==> src/async_hdlc_deframer_macros.svh <==
// ----------------------------------------------------------------------------
// async_hdlc_deframer assertion macros
// Shorthand for the concurrent checks in the deframer top level.
// ----------------------------------------------------------------------------
`ifndef ASYNC_HDLC_DEFRAMER_MACROS_SVH
`define ASYNC_HDLC_DEFRAMER_MACROS_SVH

// Same-cycle implication, disabled during reset.
`define AHD_ASSERT_NOW(lbl, pre, post, msg) \
    lbl: assert property (@(posedge clk) disable iff (!rst_n) (pre) |-> (post)) \
        else $error(msg);

// Next-cycle implication, disabled during reset.
`define AHD_ASSERT_NEXT(lbl, pre, post, msg) \
    lbl: assert property (@(posedge clk) disable iff (!rst_n) (pre) |=> (post)) \
        else $error(msg);

`endif

==> src/ahd_pkg.sv <==
// ----------------------------------------------------------------------------
// ahd_pkg
// Shared types and constants of the async HDLC deframer.
// ----------------------------------------------------------------------------
`timescale 1ns / 1ps
`default_nettype none

package ahd_pkg;

    localparam logic [7:0] FLAG_BYTE = 8'h7E;
    localparam logic [7:0] ESC_BYTE  = 8'h7D;
    localparam logic [7:0] ESC_XOR   = 8'h20;
    localparam logic [7:0] CR_BYTE   = 8'h0D;
    localparam logic [7:0] LF_BYTE   = 8'h0A;

    localparam int CMDQ_DEPTH = 4;
    localparam int CMDQ_AW    = $clog2(CMDQ_DEPTH);
    localparam int CMDQ_CW    = CMDQ_AW + 1;

    localparam int RESQ_DEPTH = 4;
    localparam int RESQ_AW    = $clog2(RESQ_DEPTH);
    localparam int RESQ_CW    = RESQ_AW + 1;

    typedef enum logic [1:0] {
        CMD_DATA = 2'd0,
        CMD_FLAG = 2'd1,
        CMD_ESC  = 2'd2
    } cmd_kind_t;

    typedef struct packed {
        cmd_kind_t  kind;
        logic [7:0] data;
    } cmd_t;

    typedef enum logic [2:0] {
        MODE_NOSYNC = 3'd0,
        MODE_START  = 3'd1,
        MODE_DATA   = 3'd2,
        MODE_END    = 3'd3,
        MODE_ESC    = 3'd4
    } mode_t;

    typedef struct packed {
        logic [7:0] frame_byte;
        logic       last_of_frame;
    } res_t;

    // Up to two results per command; wr1 is only used together with wr0.
    typedef struct packed {
        logic wr0;
        logic wr1;
        res_t res0;
        res_t res1;
    } res_wr_t;

endpackage

`default_nettype wire

==> src/ahd_front.sv <==
// ----------------------------------------------------------------------------
// ahd_front
// Accepts raw bytes, classifies them and queues them as commands.
// ----------------------------------------------------------------------------
`timescale 1ns / 1ps
`default_nettype none

module ahd_front
(
    input  wire logic          clk,
    input  wire logic          rst_n,
    input  wire logic          push,
    input  wire logic [7:0]    rx_byte,
    output logic               full,
    output logic               cmd_valid,
    input  wire logic          cmd_take,
    output ahd_pkg::cmd_t      cmd
);

    ahd_pkg::cmd_t                   q_mem [ahd_pkg::CMDQ_DEPTH];
    logic [ahd_pkg::CMDQ_AW-1:0]     wptr_reg, wptr_next;
    logic [ahd_pkg::CMDQ_AW-1:0]     rptr_reg, rptr_next;
    logic [ahd_pkg::CMDQ_CW-1:0]     count_reg, count_next;
    ahd_pkg::cmd_t                   cmd_in;
    logic                            wr_en;
    logic                            rd_en;

    always_comb
    begin
        cmd_in.data = rx_byte;
        case (rx_byte)
            ahd_pkg::FLAG_BYTE: cmd_in.kind = ahd_pkg::CMD_FLAG;
            ahd_pkg::ESC_BYTE:  cmd_in.kind = ahd_pkg::CMD_ESC;
            default:            cmd_in.kind = ahd_pkg::CMD_DATA;
        endcase
    end

    assign full      = (count_reg == ahd_pkg::CMDQ_CW'(ahd_pkg::CMDQ_DEPTH));
    assign cmd_valid = (count_reg != '0);
    assign cmd       = q_mem[rptr_reg];
    assign wr_en     = push && !full;
    assign rd_en     = cmd_take && cmd_valid;

    always_comb
    begin
        wptr_next  = wr_en ? wptr_reg + 1'b1 : wptr_reg;
        rptr_next  = rd_en ? rptr_reg + 1'b1 : rptr_reg;
        count_next = count_reg + ahd_pkg::CMDQ_CW'(wr_en) - ahd_pkg::CMDQ_CW'(rd_en);
    end

    always_ff @(posedge clk or negedge rst_n)
    begin
        if (!rst_n)
        begin
            wptr_reg  <= '0;
            rptr_reg  <= '0;
            count_reg <= '0;
        end
        else
        begin
            wptr_reg  <= wptr_next;
            rptr_reg  <= rptr_next;
            count_reg <= count_next;
        end
    end

    always_ff @(posedge clk)
    begin
        if (wr_en)
        begin
            q_mem[wptr_reg] <= cmd_in;
        end
    end

endmodule

`default_nettype wire

==> src/ahd_engine.sv <==
// ----------------------------------------------------------------------------
// ahd_engine
// Deframing state machine: unescapes, holds two bytes back, drops empty
// and CR/LF frames, and writes up to two results per command.
// ----------------------------------------------------------------------------
`timescale 1ns / 1ps
`default_nettype none

module ahd_engine
(
    input  wire logic          clk,
    input  wire logic          rst_n,
    input  wire logic          cmd_valid,
    input  wire ahd_pkg::cmd_t cmd,
    output logic               cmd_take,
    input  wire logic          res_room,
    output ahd_pkg::res_wr_t   res_wr
);

    ahd_pkg::mode_t mode_reg, mode_next;
    logic [7:0]     h0_reg, h0_next;
    logic [7:0]     h1_reg, h1_next;
    logic [1:0]     cnt_reg, cnt_next;
    logic           emit_reg, emit_next;
    logic           push_en;
    logic [7:0]     push_val;
    logic           drop;

    // A command is executed only when the result queue can take two entries.
    assign cmd_take = cmd_valid && res_room;

    assign drop = (cnt_reg == 2'd0) ||
                  (!emit_reg && cnt_reg == 2'd2 &&
                   h0_reg == ahd_pkg::CR_BYTE && h1_reg == ahd_pkg::LF_BYTE);

    always_comb
    begin
        mode_next = mode_reg;
        h0_next   = h0_reg;
        h1_next   = h1_reg;
        cnt_next  = cnt_reg;
        emit_next = emit_reg;
        res_wr    = '0;
        push_en   = 1'b0;
        push_val  = cmd.data;

        if (cmd_take)
        begin
            case (cmd.kind)
                ahd_pkg::CMD_FLAG:
                begin
                    case (mode_reg)
                        ahd_pkg::MODE_START, ahd_pkg::MODE_ESC:
                        begin
                        end
                        ahd_pkg::MODE_DATA:
                        begin
                            if (drop)
                            begin
                                mode_next = ahd_pkg::MODE_START;
                            end
                            else
                            begin
                                mode_next = ahd_pkg::MODE_END;
                                res_wr.wr0 = 1'b1;
                                res_wr.res0.frame_byte = h0_reg;
                                if (cnt_reg == 2'd1)
                                begin
                                    res_wr.res0.last_of_frame = 1'b1;
                                end
                                else
                                begin
                                    res_wr.wr1 = 1'b1;
                                    res_wr.res1.frame_byte = h1_reg;
                                    res_wr.res1.last_of_frame = 1'b1;
                                end
                            end
                            cnt_next  = 2'd0;
                            emit_next = 1'b0;
                        end
                        default:
                        begin
                            // no sync, after frame, and stray codes
                            mode_next = ahd_pkg::MODE_START;
                            cnt_next  = 2'd0;
                            emit_next = 1'b0;
                        end
                    endcase
                end
                ahd_pkg::CMD_ESC:
                begin
                    mode_next = ahd_pkg::MODE_ESC;
                end
                ahd_pkg::CMD_DATA:
                begin
                    case (mode_reg)
                        ahd_pkg::MODE_START:
                        begin
                            // new frame: drop any leftover bytes
                            mode_next = ahd_pkg::MODE_DATA;
                            h0_next   = cmd.data;
                            cnt_next  = 2'd1;
                            emit_next = 1'b0;
                        end
                        ahd_pkg::MODE_DATA:
                        begin
                            push_en = 1'b1;
                        end
                        ahd_pkg::MODE_ESC:
                        begin
                            push_en   = 1'b1;
                            push_val  = cmd.data ^ ahd_pkg::ESC_XOR;
                            mode_next = ahd_pkg::MODE_DATA;
                        end
                        default:
                        begin
                        end
                    endcase
                end
                default:
                begin
                end
            endcase

            if (push_en)
            begin
                if (cnt_reg >= 2'd2)
                begin
                    // window full: oldest byte goes out unmarked
                    res_wr.wr0 = 1'b1;
                    res_wr.res0.frame_byte = h0_reg;
                    res_wr.res0.last_of_frame = 1'b0;
                    h0_next   = h1_reg;
                    h1_next   = push_val;
                    cnt_next  = 2'd2;
                    emit_next = 1'b1;
                end
                else if (cnt_reg == 2'd1)
                begin
                    h1_next  = push_val;
                    cnt_next = 2'd2;
                end
                else
                begin
                    h0_next  = push_val;
                    cnt_next = 2'd1;
                end
            end
        end
    end

    always_ff @(posedge clk or negedge rst_n)
    begin
        if (!rst_n)
        begin
            mode_reg <= ahd_pkg::MODE_NOSYNC;
            cnt_reg  <= 2'd0;
            emit_reg <= 1'b0;
        end
        else
        begin
            mode_reg <= mode_next;
            cnt_reg  <= cnt_next;
            emit_reg <= emit_next;
        end
    end

    always_ff @(posedge clk)
    begin
        h0_reg <= h0_next;
        h1_reg <= h1_next;
    end

endmodule

`default_nettype wire

==> src/ahd_resq.sv <==
// ----------------------------------------------------------------------------
// ahd_resq
// Result queue: takes up to two results a cycle, gives out one.
// ----------------------------------------------------------------------------
`timescale 1ns / 1ps
`default_nettype none

module ahd_resq
(
    input  wire logic             clk,
    input  wire logic             rst_n,
    input  wire ahd_pkg::res_wr_t res_wr,
    output logic                  res_room,
    input  wire logic             pop,
    output logic                  empty,
    output logic [7:0]            frame_byte,
    output logic                  last_of_frame
);

    ahd_pkg::res_t                   q_mem [ahd_pkg::RESQ_DEPTH];
    logic [ahd_pkg::RESQ_AW-1:0]     wptr_reg, wptr_next;
    logic [ahd_pkg::RESQ_AW-1:0]     rptr_reg, rptr_next;
    logic [ahd_pkg::RESQ_CW-1:0]     count_reg, count_next;
    logic                            rd_en;
    ahd_pkg::res_t                   head;

    assign empty    = (count_reg == '0);
    assign res_room = (count_reg <= ahd_pkg::RESQ_CW'(ahd_pkg::RESQ_DEPTH - 2));
    assign rd_en    = pop && !empty;

    assign head          = q_mem[rptr_reg];
    assign frame_byte    = head.frame_byte;
    assign last_of_frame = head.last_of_frame;

    always_comb
    begin
        wptr_next  = wptr_reg + ahd_pkg::RESQ_AW'(res_wr.wr0) + ahd_pkg::RESQ_AW'(res_wr.wr1);
        rptr_next  = rd_en ? rptr_reg + 1'b1 : rptr_reg;
        count_next = count_reg + ahd_pkg::RESQ_CW'(res_wr.wr0)
                   + ahd_pkg::RESQ_CW'(res_wr.wr1) - ahd_pkg::RESQ_CW'(rd_en);
    end

    always_ff @(posedge clk or negedge rst_n)
    begin
        if (!rst_n)
        begin
            wptr_reg  <= '0;
            rptr_reg  <= '0;
            count_reg <= '0;
        end
        else
        begin
            wptr_reg  <= wptr_next;
            rptr_reg  <= rptr_next;
            count_reg <= count_next;
        end
    end

    always_ff @(posedge clk)
    begin
        if (res_wr.wr0)
        begin
            q_mem[wptr_reg] <= res_wr.res0;
        end
        if (res_wr.wr1)
        begin
            q_mem[wptr_reg + 1'b1] <= res_wr.res1;
        end
    end

endmodule

`default_nettype wire

==> src/async_hdlc_deframer.sv <==
// ----------------------------------------------------------------------------
// async_hdlc_deframer
// Byte-stuffed asynchronous HDLC receiver with CR/LF frame filtering.
// ----------------------------------------------------------------------------
// Takes one raw link byte per cycle (push/full) and gives decoded payload
// bytes out through a queue-style port (empty/pop), with last_of_frame set
// on the byte that precedes the closing flag. 0x7E is the flag, 0x7D escapes
// the next byte (XOR 0x20); empty frames and frames of exactly CR LF are
// dropped. The last two bytes of a frame are held back, so a payload byte
// leaves only once two later bytes or the closing flag have been pushed.
// A pushed byte is written into the 4-entry command queue; the deframing
// engine acts on the queue head and registers its results into the result
// queue.
// The engine runs one command per cycle while the 4-entry result queue has
// room for two entries; the closing flag can write two results, so result
// draining at one per cycle sets the sustained rate.
// ----------------------------------------------------------------------------
`timescale 1ns / 1ps
`default_nettype none

`include "async_hdlc_deframer_macros.svh"

module async_hdlc_deframer
(
    input  wire logic       clk,
    input  wire logic       rst_n,
    input  wire logic       push,
    output logic            full,
    input  wire logic [7:0] rx_byte,
    output logic            empty,
    input  wire logic       pop,
    output logic [7:0]      frame_byte,
    output logic            last_of_frame
);

    logic              cmd_valid;
    logic              cmd_take;
    ahd_pkg::cmd_t     cmd;
    logic              res_room;
    ahd_pkg::res_wr_t  res_wr;

    ahd_front u_front
    (
        .clk       (clk),
        .rst_n     (rst_n),
        .push      (push),
        .rx_byte   (rx_byte),
        .full      (full),
        .cmd_valid (cmd_valid),
        .cmd_take  (cmd_take),
        .cmd       (cmd)
    );

    ahd_engine u_engine
    (
        .clk       (clk),
        .rst_n     (rst_n),
        .cmd_valid (cmd_valid),
        .cmd       (cmd),
        .cmd_take  (cmd_take),
        .res_room  (res_room),
        .res_wr    (res_wr)
    );

    ahd_resq u_resq
    (
        .clk           (clk),
        .rst_n         (rst_n),
        .res_wr        (res_wr),
        .res_room      (res_room),
        .pop           (pop),
        .empty         (empty),
        .frame_byte    (frame_byte),
        .last_of_frame (last_of_frame)
    );

    `AHD_ASSERT_NOW(a_pair_order, res_wr.wr1, res_wr.wr0, "second result without first")
    `AHD_ASSERT_NOW(a_write_needs_take, res_wr.wr0, cmd_take && res_room, "write w/o command")
    `AHD_ASSERT_NEXT(a_write_fills, res_wr.wr0 && !(pop && !empty), !empty, "queue empty")

endmodule

`default_nettype wire

==> config.mk <==
export PLATFORM = sky130hd
export DESIGN_NAME = async_hdlc_deframer
export DESIGN_NICKNAME = d
export VERILOG_FILES = /design/src/ahd_pkg.sv /design/src/ahd_front.sv /design/src/ahd_engine.sv /design/src/ahd_resq.sv /design/src/async_hdlc_deframer.sv
export VERILOG_INCLUDE_DIRS = /design/src /design/src/src
export SDC_FILE = /design/constraint.sdc
export NUM_CORES = 1
export LEC_CHECK = 0
export BUFFER_PORTS_ARGS = -buffer_cell sky130_fd_sc_hd__buf_2
export CAP_MARGIN = 20
export CORE_ASPECT_RATIO = 1.2
export CORE_MARGIN = 1.5
export CORE_UTILIZATION = 55
export DETAILED_ROUTE_END_ITERATION = 6
export PLACE_DENSITY = 0.75
export SYNTH_ARGS = -nofsm -noshare
export SYNTH_HDL_FRONTEND = slang
export SYNTH_SLANG_ARGS = --single-unit
==> constraint.sdc <==
create_clock -name clk -period 6.15 [get_ports clk]
set_input_delay 0 -clock clk [delete_from_list [all_inputs] [get_ports clk]]
set_output_delay 0 -clock clk [all_outputs]
set_load 0.01 [all_outputs]
# [Yosys cells after proc, flatten, opt, wreduce, memory -nomap -nowiden]
# Memory sizes are Yosys's and may differ from the RTL's.
# Cells that the tools add are included.
[word_totals] elab_cells=111 ff_bits=36 memories=2 input_bits=12 output_inout_bits=11 ram_bits=76
[mem_list] memory="u_front.q_mem" words=4 width=10 rd=1 rd_clocked_by_memory_dff=0 wr=1 line_no="ahd_front.sv:20" source="ahd_pkg::cmd_t q_mem [ahd_pkg::CMDQ_DEPTH];"
[mem_list] memory="u_resq.q_mem" words=4 width=9 rd=1 rd_clocked_by_memory_dff=0 wr=2 line_no="ahd_resq.sv:20" source="ahd_pkg::res_t q_mem [ahd_pkg::RESQ_DEPTH];"
[op_classes] magnitude_cmp=2 eq_ne=16 bitwise_logic=1 add_sub_neg=11 mux=45 n_reduce_logical=23
[ops] operator="$mux 20" count=4
[ops] operator="$mux 8" count=7
[ops] operator="$mux 9" count=3
[ops] operator="$mux 1" count=17
[ops] operator="$eq 8x4->1 const B" count=2
[ops] operator="$eq 8x7->1 const B" count=2
[ops] operator="$mux 2" count=6
[ops] operator="$mux 6" count=2
[ops] operator="$add 3x1->3" count=3
[ops] operator="$pmux 3 s3" count=1
[ops] operator="$reduce_bool 3->1" count=3
[ops] operator="$add 2x1->2 const B" count=4
[ops] operator="$pmux 2 s2" count=2
[ops] operator="$reduce_and 4->1" count=2
[ops] operator="$logic_and 1x1->1" count=7
[ops] operator="$eq 3x3->1 const B" count=2
[ops] operator="$ne 3x2->1 const B" count=2
[ops] operator="$pmux 3 s2" count=1
[ops] operator="$sub 3x1->3" count=2
[ops] operator="$add 2x1->2" count=2
[ops] operator="$eq 2x1->1 const B" count=2
[ops] operator="$eq 2x2->1 const B" count=2
[ops] operator="$logic_not 2->1" count=2
[ops] operator="$ne 2x2->1 const B" count=2
[ops] operator="other kinds (13)" count=16

# [Depth between registers and ports, before layout]
# Gate-level depths: netlist (run 1).
[depth] ltp_word=14 depth_mapped=12 depth_no_buf=12

# [Cells and area by module]
# Synthesis (run 1) repeated with hierarchy kept, for this count alone.
[unflattened] hier_cells=398 area_unflattened_um2=5811.8
[modules_own_cells] mod="ahd_resq" seq_area_each_um2=1256.2 cells_per_inst=124 area_per_inst_um2=2213.4 n_inst=1
[modules_own_cells] mod="ahd_front" seq_area_each_um2=1376.3 cells_per_inst=98 area_per_inst_um2=1950.6 n_inst=1
[modules_own_cells] mod="ahd_engine" seq_area_each_um2=630.6 cells_per_inst=176 area_per_inst_um2=1647.8 n_inst=1

# [Worst setup path before layout (run 1)]
# OpenSTA, ideal clock, no wires.
[synth_path] path_kind="reg2reg" start="reg u_engine.cnt_reg[0]" end="reg u_resq.count_reg[2] in the netlist's numbering" stages_incl_launch_ff=11 required_time_ns=6.027 arrival_time_ns=3.154 path_buffers=1 setup_time_ns=0.123 path_slack_ns=2.874 path_cell_list="dfrtp_1 > or4b_1 > nor4_4 > a21oi_2 > a32oi_2 > buf_2 > ha_1 > inv_1 > fa_1 > fa_1 > xnor2_1"
[synth_between] elab_chain_len=14 elab_cells_between_ends=18 cone_classes="3 x add/sub; 1 x order compare; 2 x eq/ne; 7 x mux; 5 x reduce/logical"
[synth_rtl] element="start, declared" line_no="ahd_engine.sv:23" source="logic [1:0] cnt_reg, cnt_next;"
[synth_rtl] element="start signal, assigned" line_no="ahd_engine.sv:163" source="cnt_reg <= cnt_next;"
[synth_rtl] element="$eq 2x2->1" line_no="ahd_engine.sv:33" source="(!emit_reg && cnt_reg == 2'd2 &&"
[synth_rtl] element="$logic_and 1x1->1 (2 in a row)" line_no="ahd_engine.sv:33"
[synth_rtl] element="$logic_and 1x1->1" line_no="ahd_engine.sv:34" source="h0_reg == ahd_pkg::CR_BYTE && h1_reg == ahd_pkg::LF_BYTE);"
[synth_rtl] element="$logic_or 1x1->1" line_no="ahd_engine.sv:32" source="assign drop = (cnt_reg == 2'd0) ||"
[synth_rtl] element="$mux 20" line_no="ahd_engine.sv:58" source="if (drop)"
[synth_rtl] element="$mux 20" line_no="ahd_engine.sv:52" source="case (mode_reg)"
[synth_rtl] element="$mux 20" line_no="ahd_engine.sv:49" source="case (cmd.kind)"
[synth_rtl] element="$mux 1" line_no="ahd_engine.sv:127" source="if (cnt_reg >= 2'd2)"
[synth_rtl] element="$mux 1" line_no="ahd_engine.sv:125" source="if (push_en)"
[synth_rtl] element="$mux 20 *" line_no="ahd_engine.sv:47" source="if (cmd_take)"
[synth_rtl] element="$add 3x1->3" line_no="ahd_resq.sv:39" source="count_next = count_reg + ahd_pkg::RESQ_CW'(res_wr.wr0)"
[synth_rtl] element="$add 3x1->3 *" line_no="ahd_resq.sv:40" source="+ ahd_pkg::RESQ_CW'(res_wr.wr1) - ahd_pkg::RESQ_CW'(rd_en);"
[synth_rtl] element="$sub 3x1->3 *" line_no="ahd_resq.sv:40"
[synth_rtl] element="net u_resq.count_next (one bit)" line_no="ahd_resq.sv:23" source="logic [ahd_pkg::RESQ_CW-1:0] count_reg, count_next;"
[synth_rtl] element="end signal, assigned" line_no="ahd_resq.sv:55" source="count_reg <= count_next;"
[synth_rtl] element="end, declared" line_no="ahd_resq.sv:23"
# The timed path passes the listed nets; every way through them passes the cells marked *.
# A chain may end at the register's enable or synchronous reset.

# [Worst setup path after layout (run 1)]
[layout_path] start="reg u_front.rptr_reg[0] in the netlist's numbering" end="reg u_resq.count_reg[2] in the netlist's numbering"
[layout_between] elab_chain_len=9 elab_cells_between_ends=12 cone_classes="3 x add/sub; 1 x eq/ne; 6 x mux; 1 x reduce/logical; 1 x memory"
[layout_rtl] element="start, declared" line_no="ahd_front.sv:22" source="logic [ahd_pkg::CMDQ_AW-1:0] rptr_reg, rptr_next;"
[layout_rtl] element="start signal, assigned" line_no="ahd_front.sv:62" source="rptr_reg <= rptr_next;"
[layout_rtl] element="$mem_v2 4x10 *"
[layout_rtl] element="$eq 2x1->1 / $logic_not 2->1 (equally long branches)" line_no="ahd_engine.sv:49"
[layout_rtl] element="$mux 20 / $mux 1 (equally long branches)" line_no="ahd_engine.sv:49"
[layout_rtl] element="$mux 1 (on tied branches)" line_no="ahd_engine.sv:127, ahd_engine.sv:47"
[layout_rtl] element="$mux 1" line_no="ahd_engine.sv:125"
[layout_rtl] element="$mux 20 *" line_no="ahd_engine.sv:47"
[layout_rtl] element="$add 3x1->3" line_no="ahd_resq.sv:39"
[layout_rtl] element="$add 3x1->3 *" line_no="ahd_resq.sv:40"
[layout_rtl] element="$sub 3x1->3 *" line_no="ahd_resq.sv:40"
[layout_rtl] element="net u_resq.count_next (one bit)" line_no="ahd_resq.sv:23"
# The timed path passes the listed nets; every way through them passes the cells marked *. The select of a mux whose other input is x is not followed.

==> results of run 1 <==
-- cell type report --
cell class,instances,area [sq um],share of cell area
multi-input combinational,243,1999,0.3317
tap,123,153.9,0.02553
sequential,112,3263,0.5413
clock buffer,9,225.2,0.03736
timing repair buffer,36,237.7,0.03944
clock inverter,7,85.08,0.01411
inverter,17,63.81,0.01059
-- timing repair --
item	4_1_cts	5_1_grt
setup endpoints to repair	0	0
hold buffers	9	0
hold endpoints to repair	52	0
-- metal layers --
layer / vias up / track usage
met4: 0 / 0.07562
met2: 76 / 0.3604
li1: 1508 / -
met5: - / 0
met1: 1539 / 0.2447
met3: 16 / 0.04713
-- layout by cell type, fill, tap and decap left out, types with 6 or more instances in the layout --
cell type	count
edfxtp_1	92
inv_1	16
dfrtp_1	20
ha_1	8
mux2i_1	35
buf_2	22
mux4_2	19
clkbuf_16	9
nor2_1	60
a21oi_1	10
xnor2_1	10
o22ai_1	8
dlygate4sd3_1	9
nand2_1	20
nor3_1	6
-- cells by family after synthesis --
kind of cell | count (synthesis) | synth area share
compound gates | 40 | 0.05571
xor+xnor | 14 | 0.02256
fa+ha+maj | 12 | 0.03315
buf+inv | 36 | 0.03177
flops | 112 | 0.6004
mux | 55 | 0.1453
simple gates | 122 | 0.1112
-- through the flow --
stage	setup slack (ps)	total power, W	hold slack, ps
finish	1980	0.002674	87.35
CTS	1944	0.002694	82.99
global placement	2078	0.002042	-22.20
floorplan	2874	0.001877	-295.6
detailed placement	1949	0.002095	-9.069
global route	1651	0.002863	101.7
-- power by group through the flow --
stage / clock network (W) / logic (W) / registers (W)
after floorplan: 0 / 0.000759 / 0.00112
after global routing: 0.000640 / 0.000959 / 0.00126
after detailed placement: 0 / 0.000850 / 0.00124
final: 0.000596 / 0.000852 / 0.00123
after global placement: 0 / 0.000811 / 0.00123
after CTS: 0.000605 / 0.000858 / 0.00123
-- critical path: cells and delay by family (launching register included) --
family | cells | cell delay (ps)
adder cells (fa/ha/maj) | 3 | 1160
AND/OR/NAND/NOR | 2 | 810
AO/OA/AOI/OAI | 1 | 50
buffers and inverters | 2 | 320
multiplexers | 1 | 790
XOR/XNOR | 1 | 140
flip-flops | 1 | 790
-- path summary, 6_finish.rpt --
| kind | to | start | depth (start not counted) | slack (ps) |
|---|---|---|---|---|
| worst min-delay path | u_resq.rptr_reg[0] | pop | 3 | 90 |
| worst max-delay path | u_resq.count_reg[2] | u_front.rptr_reg[0] | 10 | 1980 |
| worst min register to register | u_engine.emit_reg | u_engine.emit_reg | 2 | 530 |
| min in group asynchronous | u_front.wptr_reg[0] | rst_n | 2 | 140 |
| max in group asynchronous | u_resq.rptr_reg[0] | rst_n | 2 | 5680 |
| worst max register to register | u_resq.count_reg[2] | u_front.rptr_reg[0] | 10 | 1980 |
==> results_tabular.tex, run 1 <==
\begin{tabular}{lr}
\hline
Metric & Value \\
\hline
\multicolumn{2}{l}{\textbf{Timing}} \\
\quad Relative slew slack & 0.4277 \\
\quad Maximum frequency from static timing analysis & 239.8 MHz \\
\quad Time the worst path needs with I/O delays and setup & 4170 ps \\
\quad Count of final max-slew check failures & 0 \\
\quad Final setup violation count & 0 \\
\quad Fin. Hold Viols & 0 \\
\quad Share of the clock period used by the worst path after layout & 0.6780 \\
\quad RSZ-0062 raised after global routing & false \\
\quad Worst-margin pin slew & 851.9 ps \\
\quad Accumulated negative setup slack & 0 ps \\
\quad Clock Skews & 6.613 ps \\
\multicolumn{2}{l}{\textbf{Drt}} \\
\quad Routed len/inst & 17.58 um \\
\quad First drt pass iteration count & 5 \\
\quad Highest Signal Layer & met4 \\
\quad Met3 WL & 307 um \\
\quad Antenna violation net count after detailed routing & 0 \\
\quad Drt initial violations & 135 \\
\quad Post-Route WL & 9614 um \\
\quad Via-to-Cell Ratio & 5.739 \\
\quad Met2 layer wire length in the routed design & 5204 um \\
\quad Routed via count & 3139 \\
\quad DRC & 0 \\
\quad Post-Route M1 WL & 3922 um \\
\multicolumn{2}{l}{\textbf{Yosys}} \\
\quad Number of warnings reported in the yosys synthesis log & 0 \\
\quad Gate count after technology mapping & 391 \\
\quad Yosys cell types & 50 \\
\quad Top cells by area in the synthesized netlist & edfxtp\_1 51\%, dfrtp\_1 9.2\%, mux4\_2 7.9\%, mux2i\_1 6.4\%, nor2\_1 4.1\% \\
\quad Avg Cell Area, Syn & 13.90 sq um \\
\quad Top cell types by occurrence after synthesis & 92 x edfxtp\_1, 60 x nor2\_1, 35 x mux2i\_1, 20 x dfrtp\_1, 20 x nand2\_1 \\
\quad Leading register cell type out of synthesis & edfxtp\_1 \\
\quad Most frequent cell after synthesis & edfxtp\_1 \\
\quad Synth async-reset ratio & 0.1786 \\
\quad Post-synth EDFFs & 92 \\
\quad Synth Net Count & 415 \\
\quad Sequential-to-total area share from yosys stat & 0.6004 \\
\quad Cell taking the most area after synthesis & edfxtp\_1 \\
\quad Synth top area share & 0.5083 \\
\quad Post-Syn Area & 0.005435 sq mm \\
\quad FF+latch count, synth & 112 \\
\multicolumn{2}{l}{\textbf{Placed design}} \\
\quad Port Buffer Count & 22 \\
\quad Placer Congestion & 0.8173 \\
\quad Detailed Place HPWL & 7098 um \\
\quad Placed inst area & 0.005628 sq mm \\
\quad Post-placement cell count & 522 \\
\multicolumn{2}{l}{\textbf{Floorplan}} \\
\quad Die area & 0.01049 sq mm \\
\quad Total core area & 0.009564 sq mm \\
\quad Row cnt & 39 \\
\quad Width of the die & 93.75 um \\
\quad Die extent in y & 111.9 um \\
\quad Ports & 23 \\
\quad Initial core utilization & 0.5683 \\
\multicolumn{2}{l}{\textbf{Power}} \\
\quad Sequential share of power & 0.459 \\
\quad Peak supply drop & 0.3176 mV \\
\quad Clock share of power & 0.223 \\
\quad P\_leak & 2.163 nW \\
\quad Proportion of power drawn by combinational gates & 0.319 \\
\quad Net Switching & 0.0009318 W \\
\quad Power Internal & 0.001742 W \\
\quad Ratio of total power to cell area & 443.6 mW/mm\^{}2 \\
\quad Net switching fraction of the power & 0.3485 \\
\multicolumn{2}{l}{\textbf{Clocking}} \\
\quad Clock latency of the later-clocked register in the worst-skew pair & 350 ps \\
\quad Number of clock sinks & 112 \\
\quad H-tree lvl count & 3 \\
\quad Worst-path clk slew & 70 ps \\
\quad Root cell of the clock tree & clkbuf\_16 \\
\quad Longest Clk Path Bufs & 2 \\
\quad Post CTS Setup Buffer Count & 0 \\
\quad CTS tree & yes \\
\quad Number of buffers inserted during clock tree synthesis & 9 \\
\quad Resized cells post-CTS & 0 \\
\multicolumn{2}{l}{\textbf{Worst setup path}} \\
\quad Type of element capturing the critical path & flip-flop \\
\quad Critical path type & flip-flop to flip-flop \\
\quad Data required time of the critical path & 6380 ps \\
\quad Largest stage delay on the critical path & 790 ps \\
\quad CP Data Arrival Time & 4400 ps \\
\quad Peak fanout along the critical path & 38 \\
\quad Sort of element at the start of the critical path & flip-flop \\
\quad Critical Path, Cell by Cell & mux4\_2, nor4\_2, and2\_1, a32oi\_2, buf\_4, ha\_1, inv\_1, fa\_1, fa\_1, xnor2\_1 \\
\quad Cell at the slowest stage of the critical path & dfrtp\_1 \\
\quad CP dominant cell by count & fa\_1 \\
\multicolumn{2}{l}{\textbf{Finish}} \\
\quad Layout overhead on the synthesized area & 10.91\% \\
\quad Fraction of layout instances using a drive strength above 1 & 0.1816 \\
\quad Fill cells & 745 \\
\quad Largest regs & u\_front.q\_mem: 40 flops, u\_resq.q\_mem: 36 flops \\
\quad Finished Layout Cells & 547 \\
\quad Max FFs per register & 40 \\
\quad Antenna diode count & 0 \\
\quad Finished layout cell area & 0.006028 sq mm \\
\quad Count of nets after finishing & 443 \\
\quad Share of the core filled with cells & 0.6303 \\
\quad Register containing the most flip-flops in the final layout & u\_front.q\_mem \\
\multicolumn{2}{l}{\textbf{Global routing}} \\
\quad Aggregate global-route resource usage & 0.2054 \\
\quad Global-route wire length before repair & 16330 um \\
\quad Largest net degree at the start of global routing & 39 \\
\quad Via count of the first global-routing pass & 3285 \\
\quad Number of antenna violations at the first check in global routing & 0 \\
\quad Remaining global-route overflow & 0 \\
\multicolumn{2}{l}{\textbf{Flow run}} \\
\quad Maximum capacitance violations & 0 \\
\multicolumn{2}{l}{\textbf{Status}} \\
\quad Run status & finished, final reports clean \\
\multicolumn{2}{l}{\textbf{Min path}} \\
\quad Hold WC Path Type & input port to flip-flop \\
\hline
\end{tabular}
(Power assumes the default switching activity.)
==> run 2: changes to the inputs <==
--- a/config.mk
+++ b/config.mk
@@ -12,7 +12,7 @@
 export CORE_MARGIN = 1.5
 export CORE_UTILIZATION = 55
 export DETAILED_ROUTE_END_ITERATION = 6
-export PLACE_DENSITY = 0.75
+export PLACE_DENSITY = 0.78
 export SYNTH_ARGS = -nofsm -noshare
 export SYNTH_HDL_FRONTEND = slang
 export SYNTH_SLANG_ARGS = --single-unit
==> constraint.sdc (replaced) <==
create_clock -name clk -period 3.5 [get_ports clk]
set_input_delay 0 -clock clk [delete_from_list [all_inputs] [get_ports clk]]
set_output_delay 0 -clock clk [all_outputs]
set_load 0.01 [all_outputs]
==> results_tabular.tex, run 2 (same netlist as run 1, synthesis figures left out) <==
\begin{tabular}{lr}
\hline
Metric & Value \\
\hline
\multicolumn{2}{l}{\textbf{Status}} \\
\quad Run status & finished, final reports clean \\
\multicolumn{2}{l}{\textbf{Clocking}} \\
\quad Number of clock sinks & 112 \\
\quad Clock latency of the later-clocked register in the worst-skew pair & 360 ps \\
\quad \# hold bufs at CTS & 9 \\
\quad CTS tree & yes \\
\quad Longest Clk Path Bufs & 2 \\
\quad Root cell of the clock tree & clkbuf\_16 \\
\quad Worst-path clk slew & 70 ps \\
\quad Resized cells post-CTS & 0 \\
\quad H-tree lvl count & 3 \\
\quad Number of buffers inserted during clock tree synthesis & 9 \\
\quad Post CTS Setup Buffer Count & 0 \\
\multicolumn{2}{l}{\textbf{Global routing}} \\
\quad Global-route wire length before repair & 16560 um \\
\quad Aggregate global-route resource usage & 0.2068 \\
\quad Number of antenna violations at the first check in global routing & 0 \\
\quad Via count of the first global-routing pass & 3378 \\
\quad Largest net degree at the start of global routing & 38 \\
\quad Remaining global-route overflow & 0 \\
\multicolumn{2}{l}{\textbf{Worst setup path}} \\
\quad Critical path type & flip-flop to flip-flop \\
\quad Peak fanout along the critical path & 8 \\
\quad Type of element capturing the critical path & flip-flop \\
\quad CP Data Arrival Time & 3420 ps \\
\quad Data required time of the critical path & 3740 ps \\
\quad Critical R2R Launch & u\_front.rptr\_reg[0] \\
\quad Source of the critical timing path & u\_front.rptr\_reg[0] \\
\quad Sort of element at the start of the critical path & flip-flop \\
\multicolumn{2}{l}{\textbf{Finish}} \\
\quad Max FFs per register & 40 \\
\quad Layout overhead on the synthesized area & 12.55\% \\
\quad Most common cell after layout, fill and taps aside & edfxtp\_1 \\
\quad Count of nets after finishing & 455 \\
\quad Largest regs & u\_front.q\_mem: 40 flops, u\_resq.q\_mem: 36 flops \\
\quad Register containing the most flip-flops in the final layout & u\_front.q\_mem \\
\quad Fraction of layout instances using a drive strength above 1 & 0.2064 \\
\quad Commonest cells after routing, fill and taps aside & 92 x edfxtp\_1, 60 x nor2\_1, 35 x mux2i\_1, 22 x buf\_2 \\
\quad Antenna diode count & 0 \\
\quad Share of the core filled with cells & 0.6396 \\
\multicolumn{2}{l}{\textbf{Placed design}} \\
\quad Port Buffer Count & 22 \\
\quad Worst Setup Slack post-DPL & 325.0 ps \\
\quad Detailed Place HPWL & 7034 um \\
\quad Placer Congestion & 0.8289 \\
\multicolumn{2}{l}{\textbf{Timing}} \\
\quad Share of the clock period used by the worst path after layout & 0.9088 \\
\quad Fin. Hold Viols & 0 \\
\quad Count of final max-slew check failures & 0 \\
\quad RSZ-0062 raised after global routing & false \\
\quad Clock Skews & 12.17 ps \\
\quad Time the worst path needs with I/O delays and setup & 3181 ps \\
\quad Relative slew slack & 0.4304 \\
\quad Final setup slack of the worst path & 319.3 ps \\
\quad Maximum frequency from static timing analysis & 314.4 MHz \\
\quad Hold Worst Slack & 96.31 ps \\
\quad Final setup violation count & 0 \\
\quad Accumulated negative setup slack & 0 ps \\
\quad Worst-margin pin slew & 847.9 ps \\
\multicolumn{2}{l}{\textbf{Flow run}} \\
\quad Maximum capacitance violations & 0 \\
\multicolumn{2}{l}{\textbf{Power}} \\
\quad Peak supply drop & 0.4645 mV \\
\quad Sequential share of power & 0.435 \\
\quad Proportion of power drawn by combinational gates & 0.343 \\
\quad Ratio of total power to cell area & 783.2 mW/mm\^{}2 \\
\quad Net Switching & 0.001680 W \\
\quad Net switching fraction of the power & 0.3507 \\
\quad Power Internal & 0.003111 W \\
\quad Post-layout power & 0.004791 W \\
\quad P\_leak & 2.226 nW \\
\quad Clock share of power & 0.222 \\
\multicolumn{2}{l}{\textbf{Min path}} \\
\quad Hold WC Path Type & input port to flip-flop \\
\quad Hold Startpoint & pop \\
\multicolumn{2}{l}{\textbf{Floorplan}} \\
\quad Initial core utilization & 0.5683 \\
\quad Total core area & 0.009564 sq mm \\
\quad Row cnt & 39 \\
\quad Width of the die & 93.75 um \\
\quad Ports & 23 \\
\quad Die area & 0.01049 sq mm \\
\quad Die extent in y & 111.9 um \\
\multicolumn{2}{l}{\textbf{Drt}} \\
\quad DRC & 0 \\
\quad Routed via count & 3236 \\
\quad Antenna violation net count after detailed routing & 0 \\
\quad Via-to-Cell Ratio & 5.789 \\
\quad Routed len/inst & 17.51 um \\
\quad Drt initial violations & 187 \\
\quad Post-Route WL & 9789 um \\
\quad First drt pass iteration count & 4 \\
\hline
\end{tabular}
==> run 2: cell types whose count changed in the layout (fill, tap and decap cells not counted) <==
cell and delta:
clkinv_2 +1, clkinv_1 -1, buf_4 +12, inv_6 +1, inv_8 -1
==> run 2: worst paths after layout <==
check	slack, ps	to	depth (start not counted)
min in group asynchronous	140	u_engine.emit_reg	2
worst max-delay path	320	u_resq.count_reg[2]	9
worst min-delay path	100	u_resq.rptr_reg[0]	3
worst max register to register	320	u_resq.count_reg[2]	9
worst min register to register	540	u_engine.emit_reg	2
max in group asynchronous	3020	u_resq.rptr_reg[0]	2
==> run 2: worst max-delay path: stages, from the launching register on <==
cell     delay (ps)
dfrtp_1         370
mux4_2          610
a211o_4         400
nor2_2          220
a32oi_2         160
ha_1            310
inv_1            50
fa_1            410
fa_1            410
xnor2_1         130
==> run 2: area by class of cell <==
cell class | count | area, sq um
clock buffers | 9 | 225.2
clock inverters | 7 | 83.83
fillers | 712 | 3447
inverters | 17 | 63.81
multi-input cells | 243 | 1999
flip-flops and latches | 112 | 3263
well taps | 123 | 153.9
repair buffers | 48 | 327.8
==> run 2: power groups by stage <==
stage / logic (W) / registers, W / clock network (W)
after floorplan: 0.00133 / 0.00197 / 0
after global placement: 0.00157 / 0.00208 / 0
after detailed placement: 0.00164 / 0.00211 / 0
after CTS: 0.00166 / 0.00209 / 0.00107
after global routing: 0.00183 / 0.00214 / 0.00111
final: 0.00164 / 0.00208 / 0.00106
==> run 2: per-stage QoR <==
stage	instances	cell area (sq um)
2_1_floorplan	391	5435
3_3_place_gp	534	5718
3_5_place_dp	534	5718
4_1_cts	559	6117
5_1_grt	559	6117
6_report	559	6117
==> run 2: routing by layer <==
| metal | global-route usage | vias to the layer above | wire length (um) |
|---|---|---|---|
| li1 | - | 1530 | - |
| met1 | 0.2465 | 1616 | 3999 |
| met2 | 0.3705 | 77 | 5346 |
| met3 | 0.02254 | 13 | 263 |
| met4 | 0.09652 | 0 | 179 |
| met5 | 0 | - | 0 |
==> run 3: changes to the inputs <==
--- a/config.mk
+++ b/config.mk
@@ -12,7 +12,7 @@
 export CORE_MARGIN = 1.5
 export CORE_UTILIZATION = 55
 export DETAILED_ROUTE_END_ITERATION = 6
-export PLACE_DENSITY = 0.78
+export PLACE_DENSITY_LB_ADDON = 0.08
 export SYNTH_ARGS = -nofsm -noshare
 export SYNTH_HDL_FRONTEND = slang
 export SYNTH_SLANG_ARGS = --single-unit
==> results_tabular.tex, run 3 (same netlist as run 1, synthesis figures left out) <==
\begin{tabular}{lr}
\hline
Metric & Value \\
\hline
\multicolumn{2}{l}{\textbf{Status}} \\
\quad Run status & finished, final reports clean \\
\multicolumn{2}{l}{\textbf{Flow run}} \\
\quad Maximum capacitance violations & 0 \\
\multicolumn{2}{l}{\textbf{Floorplan}} \\
\quad Total core area & 0.009564 sq mm \\
\quad Width of the die & 93.75 um \\
\quad Ports & 23 \\
\quad Initial core utilization & 0.5683 \\
\quad Die extent in y & 111.9 um \\
\quad Row cnt & 39 \\
\quad Die area & 0.01049 sq mm \\
\multicolumn{2}{l}{\textbf{Timing}} \\
\quad Share of the clock period used by the worst path after layout & 0.8878 \\
\quad Relative slew slack & 0.4248 \\
\quad Hold Worst Slack & 86.16 ps \\
\quad Fin. Hold Viols & 0 \\
\quad Accumulated negative setup slack & 0 ps \\
\quad Time the worst path needs with I/O delays and setup & 3107 ps \\
\quad Final setup violation count & 0 \\
\quad RSZ-0062 raised after global routing & false \\
\quad Clock Skews & 11.27 ps \\
\quad Maximum frequency from static timing analysis & 321.8 MHz \\
\quad Worst-margin pin slew & 856.2 ps \\
\quad Count of final max-slew check failures & 0 \\
\multicolumn{2}{l}{\textbf{Finish}} \\
\quad Register containing the most flip-flops in the final layout & u\_front.q\_mem \\
\quad Commonest cells after routing, fill and taps aside & 92 x edfxtp\_1, 60 x nor2\_1, 35 x mux2i\_1, 22 x buf\_2 \\
\quad Max FFs per register & 40 \\
\quad Layout overhead on the synthesized area & 12.13\% \\
\quad Finished layout cell area & 0.006095 sq mm \\
\quad Most common cell after layout, fill and taps aside & edfxtp\_1 \\
\quad Antenna diode count & 0 \\
\quad Fraction of layout instances using a drive strength above 1 & 0.2037 \\
\quad Count of nets after finishing & 456 \\
\quad Largest regs & u\_front.q\_mem: 40 flops, u\_resq.q\_mem: 36 flops \\
\multicolumn{2}{l}{\textbf{Drt}} \\
\quad First drt pass iteration count & 4 \\
\quad Routed len/inst & 16.64 um \\
\quad Routed via count & 3134 \\
\quad Via-to-Cell Ratio & 5.596 \\
\quad DRC & 0 \\
\quad Drt initial violations & 184 \\
\quad Post-Route WL & 9318 um \\
\quad Antenna violation net count after detailed routing & 0 \\
\multicolumn{2}{l}{\textbf{Worst setup path}} \\
\quad Critical path type & flip-flop to flip-flop \\
\quad Cell at the slowest stage of the critical path & mux4\_2 \\
\quad CP dominant cell by count & fa\_1 \\
\quad Largest stage delay on the critical path & 610 ps \\
\quad Type of element capturing the critical path & flip-flop \\
\quad Sort of element at the start of the critical path & flip-flop \\
\quad Peak fanout along the critical path & 8 \\
\quad CP Data Arrival Time & 3340 ps \\
\quad Data required time of the critical path & 3730 ps \\
\quad Kind of cell with the highest combined delay on the critical path & adder cells \\
\quad Critical Path, Cell by Cell & mux4\_2, a211o\_4, nor2\_2, a32oi\_2, ha\_1, inv\_1, fa\_1, fa\_1, xnor2\_1 \\
\quad Worst path bufs/invs & 1 \\
\multicolumn{2}{l}{\textbf{Global routing}} \\
\quad Aggregate global-route resource usage & 0.1982 \\
\quad Largest net degree at the start of global routing & 38 \\
\quad Via count of the first global-routing pass & 3270 \\
\quad Number of antenna violations at the first check in global routing & 0 \\
\quad Remaining global-route overflow & 0 \\
\quad Global-route wire length before repair & 15770 um \\
\multicolumn{2}{l}{\textbf{Clocking}} \\
\quad H-tree lvl count & 3 \\
\quad CTS tree & yes \\
\quad Root cell of the clock tree & clkbuf\_16 \\
\quad Clock latency of the later-clocked register in the worst-skew pair & 350 ps \\
\quad Longest Clk Path Bufs & 2 \\
\quad Number of buffers inserted during clock tree synthesis & 9 \\
\quad Number of clock sinks & 112 \\
\quad Worst-path clk slew & 70 ps \\
\multicolumn{2}{l}{\textbf{Power}} \\
\quad Ratio of total power to cell area & 766.4 mW/mm\^{}2 \\
\quad Net switching fraction of the power & 0.3497 \\
\quad Net Switching & 0.001634 W \\
\quad Sequential share of power & 0.445 \\
\quad Proportion of power drawn by combinational gates & 0.349 \\
\quad Clock share of power & 0.206 \\
\quad P\_leak & 2.208 nW \\
\quad Peak supply drop & 0.3912 mV \\
\quad Power Internal & 0.003037 W \\
\multicolumn{2}{l}{\textbf{Placed design}} \\
\quad Placer Congestion & 0.7611 \\
\quad Placed inst area & 0.005725 sq mm \\
\quad Detailed Place HPWL & 6826 um \\
\quad Port Buffer Count & 22 \\
\multicolumn{2}{l}{\textbf{Min path}} \\
\quad Hold WC Path Type & input port to flip-flop \\
\hline
\end{tabular}
[run 3: cell count changes in the layout (fill, tap and decap cells not counted)]
cell | previous run | this run
buf_4 | 17 | 18
bufinv_16 | 1 | 0
clkinv_2 | 1 | 0
inv_6 | 2 | 1
clkinv_4 | 1 | 0
clkinvlp_4 | 0 | 2
clkinv_1 | 0 | 2
[run 3: path summary, 6_finish.rpt]
check	from	to	slack, ps	cells after the start
setup / recovery	u_front.rptr_reg[0]	u_resq.count_reg[2]	390	9
hold / removal	pop	u_resq.rptr_reg[0]	90	3
setup reg to reg	u_front.rptr_reg[0]	u_resq.count_reg[2]	390	9
hold reg to reg	u_engine.emit_reg	u_engine.emit_reg	520	2
max in group asynchronous	rst_n	u_resq.wptr_reg[0]	3020	2
min in group asynchronous	rst_n	u_front.wptr_reg[1]	140	2
[run 3: power groups by stage]
stage	sequential (W)	clock, W	combinational, W
after floorplan	0.00197	0	0.00133
after global placement	0.00209	0	0.00161
after detailed placement	0.00211	0	0.00164
after CTS	0.00208	0.000984	0.00165
after global routing	0.00213	0.00104	0.00184
final	0.00208	0.000963	0.00163
[run 3: per-layer routing]
metal,track usage,vias to the layer above,share of wire
met5,0,-,0
li1,-,1533,-
met4,0.06070,0,0.013
met3,0.04235,15,0.028
met2,0.3483,56,0.52
met1,0.2433,1530,0.44
[run 3: repair_timing]
item | 4_1_cts | 5_1_grt
hold buffers | 9 | 0
buffers inserted | 0 | 0
resized for setup | 0 | 0
hold endpoints to repair | 52 | 0
[run 3: worst reg2reg max path: cells and delay by family, from the launching register on]
kind            cells  cell delay [ps]
fa+ha+maj           3             1140
mux                 1              610
compound gates      2              520
flops               1              410
simple gates        1              130
xor+xnor            1              130
buf+inv             1               50
[run 3: stage by stage]
| stage | total power (W) | utilization | instances | setup WS [ps] |
|---|---|---|---|---|
| floorplan | 0.003298 | - | 391 | 223.7 |
| global placement | 0.003701 | 0.5986 | 535 | 445.7 |
| detailed placement | 0.003754 | 0.5986 | 535 | 366.6 |
| CTS | 0.004721 | 0.6372 | 560 | 368.7 |
| global route | 0.005003 | 0.6372 | 560 | 249.7 |
| finish | 0.004671 | 0.6372 | 560 | 392.9 |
[run 3: layout make-up]
cell class | count | area, sq um
fillers | 731 | 3470
repair buffers | 49 | 335.3
flip-flops and latches | 112 | 3263
well taps | 123 | 153.9
clock inverters | 7 | 53.80
inverters | 17 | 63.81
clock buffers | 9 | 225.2
multi-input cells | 243 | 1999
